## src/design/stpool_pkg.sv

```systemverilog
`timescale 1ns / 1ps
// ----------------------------------------------------------------------------
// stpool_pkg
// shared types, codes and helpers of the sorted top-k solution pool
// ----------------------------------------------------------------------------
package stpool_pkg;

  localparam int DEF_MAX_SOLS  = 16;
  localparam int DEF_MAX_EDGES = 1024;

  localparam int IN_TDATA_W  = 112;
  localparam int OUT_TDATA_W = 104;

  typedef enum logic [1:0] {
    OP_ADD      = 2'd0,
    OP_CONTAINS = 2'd1,
    OP_LOOKUP   = 2'd2,
    OP_READ     = 2'd3
  } op_e;

  typedef enum logic [1:0] {
    CFG_EDGE_COUNT    = 2'd0,
    CFG_POOL_CAPACITY = 2'd1,
    CFG_TOLERANCE     = 2'd2
  } cfg_idx_e;

  // one stored solution as seen by a rank cell
  typedef struct packed {
    logic signed [31:0] objective;
    logic [31:0]        run_index;
  } rec_t;

  typedef struct packed {
    logic shift_en;
    logic load_en;
  } cell_ctl_t;

  typedef struct packed {
    logic signed [31:0] stored_edge;
    logic signed [31:0] stored_objective;
    logic [31:0]        assigned_index;
    logic [3:0]         rank;
    logic               found;
    logic               contained;
    logic               added;
  } res_t;

  // a greater than b by more than tol
  function automatic logic obj_gt(logic signed [31:0] a, logic signed [31:0] b,
                                  logic [30:0] tol);
    logic signed [33:0] diff;
    logic signed [33:0] lim;
    diff = 34'(a) - 34'(b);
    lim  = signed'({3'b000, tol});
    return diff > lim;
  endfunction

endpackage

```

## src/design/stpool_cell.sv

```systemverilog
`timescale 1ns / 1ps
// ----------------------------------------------------------------------------
// stpool_cell
// one rank position: slot number, objective and running index
// ----------------------------------------------------------------------------
module stpool_cell #(
  parameter int IDX = 0,
  parameter int SW  = 4
) (
  input  logic                  clk_i,
  input  logic                  rst_ni,
  input  stpool_pkg::cell_ctl_t ctl_i,
  input  stpool_pkg::rec_t      new_rec_i,
  input  logic [SW-1:0]         new_slot_i,
  input  stpool_pkg::rec_t      up_rec_i,
  input  logic [SW-1:0]         up_slot_i,
  output stpool_pkg::rec_t      rec_o,
  output logic [SW-1:0]         slot_o
);

  stpool_pkg::rec_t rec_q;
  logic [SW-1:0]    slot_q;

  always_ff @(posedge clk_i or negedge rst_ni) begin
    if (!rst_ni) begin
      slot_q <= SW'(IDX);
    end else if (ctl_i.load_en) begin
      slot_q <= new_slot_i;
    end else if (ctl_i.shift_en) begin
      slot_q <= up_slot_i;
    end
  end

  always_ff @(posedge clk_i) begin
    if (ctl_i.load_en) begin
      rec_q <= new_rec_i;
    end else if (ctl_i.shift_en) begin
      rec_q <= up_rec_i;
    end
  end

  assign rec_o  = rec_q;
  assign slot_o = slot_q;

endmodule

```

## config.mk

```make
export PLATFORM = sky130hd
export DESIGN_NAME = stpool_cell
export DESIGN_NICKNAME = d
export VERILOG_FILES = /design/src/design/stpool_pkg.sv /design/src/design/stpool_cell.sv
export SDC_FILE = /design/constraint.sdc
export NUM_CORES = 1
export LEC_CHECK = 0
export ABC_AREA = 1
export BUFFER_PORTS_ARGS = -buffer_cell sky130_fd_sc_hd__buf_2
export CORE_ASPECT_RATIO = 1.75
export CORE_MARGIN = 4
export CORE_UTILIZATION = 44
export CTS_CLUSTER_SIZE = 40
export DETAILED_ROUTE_END_ITERATION = 7
export PLACE_DENSITY = 0.85
export SETUP_SLACK_MARGIN = 0.05
export SYNTH_ARGS = -nofsm -noshare
export SYNTH_HDL_FRONTEND = slang
export SYNTH_SLANG_ARGS = --single-unit
```

## constraint.sdc

```tcl
create_clock -name clk_i -period 1.1 [get_ports clk_i]
set_clock_uncertainty 0.1 [all_clocks]
set_input_delay 0.22 -clock clk_i [delete_from_list [all_inputs] [get_ports clk_i]]
set_output_delay 0.22 -clock clk_i [all_outputs]
set_load 0.02 [all_outputs]
```

==> results.py <==
metrics = {
    "run_status": {
        "status": "finished, violations left",
        "violations": "negative setup slack",
    },
    "yosys": {
        "yosysMostFrequentCell": "nand2_1",
        "synthTopCellsByCount": "200 x nand2_1, 64 x edfxtp_1, 9 x buf_2",
        "synth-async-reset-ratio_pct": 5.88,
        "ys_warn_count": 0,
        "ys_seq_area_share_pct": 69.0,
        "ys_top_cells_by_area": "edfxtp_1 66%, nand2_1 26%, dfrtp_1 3.4%",
        "synthDistinctLibCells": 10,
        "syn_avg_cell_area_um2": 9.96,
        "syn_nets": 434,
        "yosysTopAreaCellShare_pct": 65.6,
        "ys.flop_type": "edfxtp_1",
        "synth_top_cell_by_area": "edfxtp_1",
        "ys_seq_elements": 68,
        "syn_inst": 294,
        "synth-edff-count": 64,
        "synth_area_um2": 2930,
    },
    "sta": {
        "max_slew_margin_pct": 76.4,
        "finalCritPeriodShare_pct": 110,
        "fin_ws_ps": -107,
        "final.min_clock_period_ps": 1210,
        "fmax_ghz": 0.829,
        "worst_pin_slew_ps": 354,
        "slew_violations": 0,
        "hold_violations": 0,
        "grt_setup_unrepaired": "true",
        "finalSetupViolCount": 68,
        "fin_hold_ws_ps": 18.4,
    },
    "clock_tree": {
        "cts.sinks": 68,
        "cts_buffer_depth": 2,
        "clock_latency_ps": 320,
        "root_buffer": "clkbuf_16",
        "h-tree-depth": 3,
        "clk_pin_slew_worst_paths_ps": 50,
        "cts_buffers": 9,
        "tritoncts": "built",
    },
    "finish": {
        "instances_no_fill": 601,
        "drive_above_1_share_pct": 46.1,
        "antenna_cells": 0,
        "post-route-util_pct": 73.8,
        "finalNetCount": 654,
        "design_area_um2": 4790,
        "area_delta_synth_final_pct": 63.6,
    },
    "power_and_ir_drop": {
        "power_frac_seq_pct": 42.4,
        "intPower_mw": 5.88,
        "swShare_pct": 24.3,
        "pwr-share-comb_pct": 20.5,
        "power_switching_mw": 1.89,
        "power_leakage_nw": 2.49,
        "peakVddDrop_mv": 0.854,
        "power_mw": 7.77,
        "power_density_nw_per_um2": 1620,
        "power_frac_clock_pct": 37.1,
    },
    "setup_path": {
        "worst_path_largest_cell_delay_ps": 420,
        "crit_start": "rec_o[25]",
        "path_delay_family": "flip-flops",
        "cp.arrival_ps": 890,
        "end_kind": "output pin",
        "cpMaxStageDelayCell": "edfxtp_1",
        "critPathKind": "flop to output pin",
        "crit_buf_inv": 1,
        "path_cells": "buf_6",
        "r2r-start": "slot_o[3]",
        "start_kind": "flop",
        "critPathRequiredTime_ps": 780,
        "cp_max_fo": 1,
    },
    "global_routing": {
        "gr-total-overflow": 0,
        "grt_pass1_vias": 2764,
        "grt_pass1_wl_um": 12500,
        "grt_usage_pct": 20.2,
        "antenna_found_initial": 0,
        "grt_max_degree": 39,
    },
    "route": {
        "dr_total_vias": 2845,
        "drc_errors": 0,
        "wl_um": 8680,
        "route.antenna.remaining_nets": 0,
        "drtIter0Drc": 144,
        "first_pass_iters": 4,
        "vias_per_cell": 4.73,
        "wl_per_cell_um": 14.4,
    },
    "placed_design": {
        "placed_cells": 578,
        "place.detailed.hpwl_um": 6520,
        "dpl_cell_area_um2": 4090,
        "port_buffers": 207,
        "gp_congestion": 0.801,
    },
    "floorplan": {
        "core_region_area_um2": 6490,
        "dieArea_um2": 8080,
        "die_h_um": 116,
        "die_w_um": 69.7,
        "io_pins": 208,
        "rows": 39,
        "start_util_pct": 45.1,
    },
    "run": {
        "maxCapViolCount": 0,
    },
    "worst_hold_path": {
        "worstHoldStart": "new_slot_i[0]",
        "min_path_type": "primary input to flop",
    },
}
==> layout by cell type (no fill, tap or decap), types with 3 or more instances in the layout <==
master,count
buf_12,3
nand2_1,200
buf_4,13
clkbuf_16,9
nand3_1,8
buf_6,55
dfrtp_1,4
buf_2,152
clkinv_1,3
edfxtp_1,64
==> registers in the layout, indices dropped and copies added, names as in the netlist <==
signal	count
rec_o	64
slot_o	4
==> routing by layer <==
| layer | wire [um] | vias up | track usage [%] |
|---|---|---|---|
| met5 | 0 | - | 0 |
| met3 | 697 | 26 | 6.60 |
| met4 | 378 | 0 | 11.1 |
| li1 | - | 1383 | - |
| met2 | 4840 | 160 | 37.0 |
| met1 | 2760 | 1276 | 20.2 |
==> area by class of cell <==
class	count	area, um2
clock buffer	9	225
clock inverter	7	81.3
fill	457	1700
inverter	2	11.3
multi-input combinational	209	802
sequential	68	2020
tap	82	103
timing repair buffer	224	1550
==> kinds of logic (layout without fill, tap and decap cells) <==
group / Yosys count / after routing / synth area share (%)
buffers and inverters: 17 / 242 / 3.84
flip-flops: 68 / 68 / 69.0
AND/OR/NAND/NOR: 209 / 209 / 27.1
==> timing repair <==
action | 4_1_cts | 5_1_grt
hold buffers | 1 | 0
resized for setup | 66 | 45
setup buffers | 2 | 4
hold endpoints to repair | 4 | 0
endpoints found under the setup margin | 68 | 68
==> metrics by stage <==
step           setup slack, ps  TNS (ps)
3_3_place_gp              -111     -6260
6_report                  -107     -3950
5_1_grt                   -131     -6070
3_5_place_dp              -130     -9600
4_1_cts                   -123     -4970
2_1_floorplan             -793    -50720
==> power by group through the flow <==
stage	clock, mW	combinational, mW	sequential [mW]
after CTS	2.94	1.47	3.27
after global placement	0	1.27	3.27
after floorplan	0	0.298	3.67
after global routing	3.07	1.70	3.31
after detailed placement	0	1.30	3.28
final	2.89	1.59	3.29
==> final timing paths <==
check	to	slack, ps	cells after the start
setup / recovery	rec_o[25]	-110	1
setup reg to reg	slot_o[3]	110	4
hold / removal	slot_o[0]	20	3
min in group asynchronous	slot_o[3]	150	2
hold reg to reg	slot_o[0]	520	3
max in group asynchronous	slot_o[2]	620	2
(Power assumes the default switching activity.)
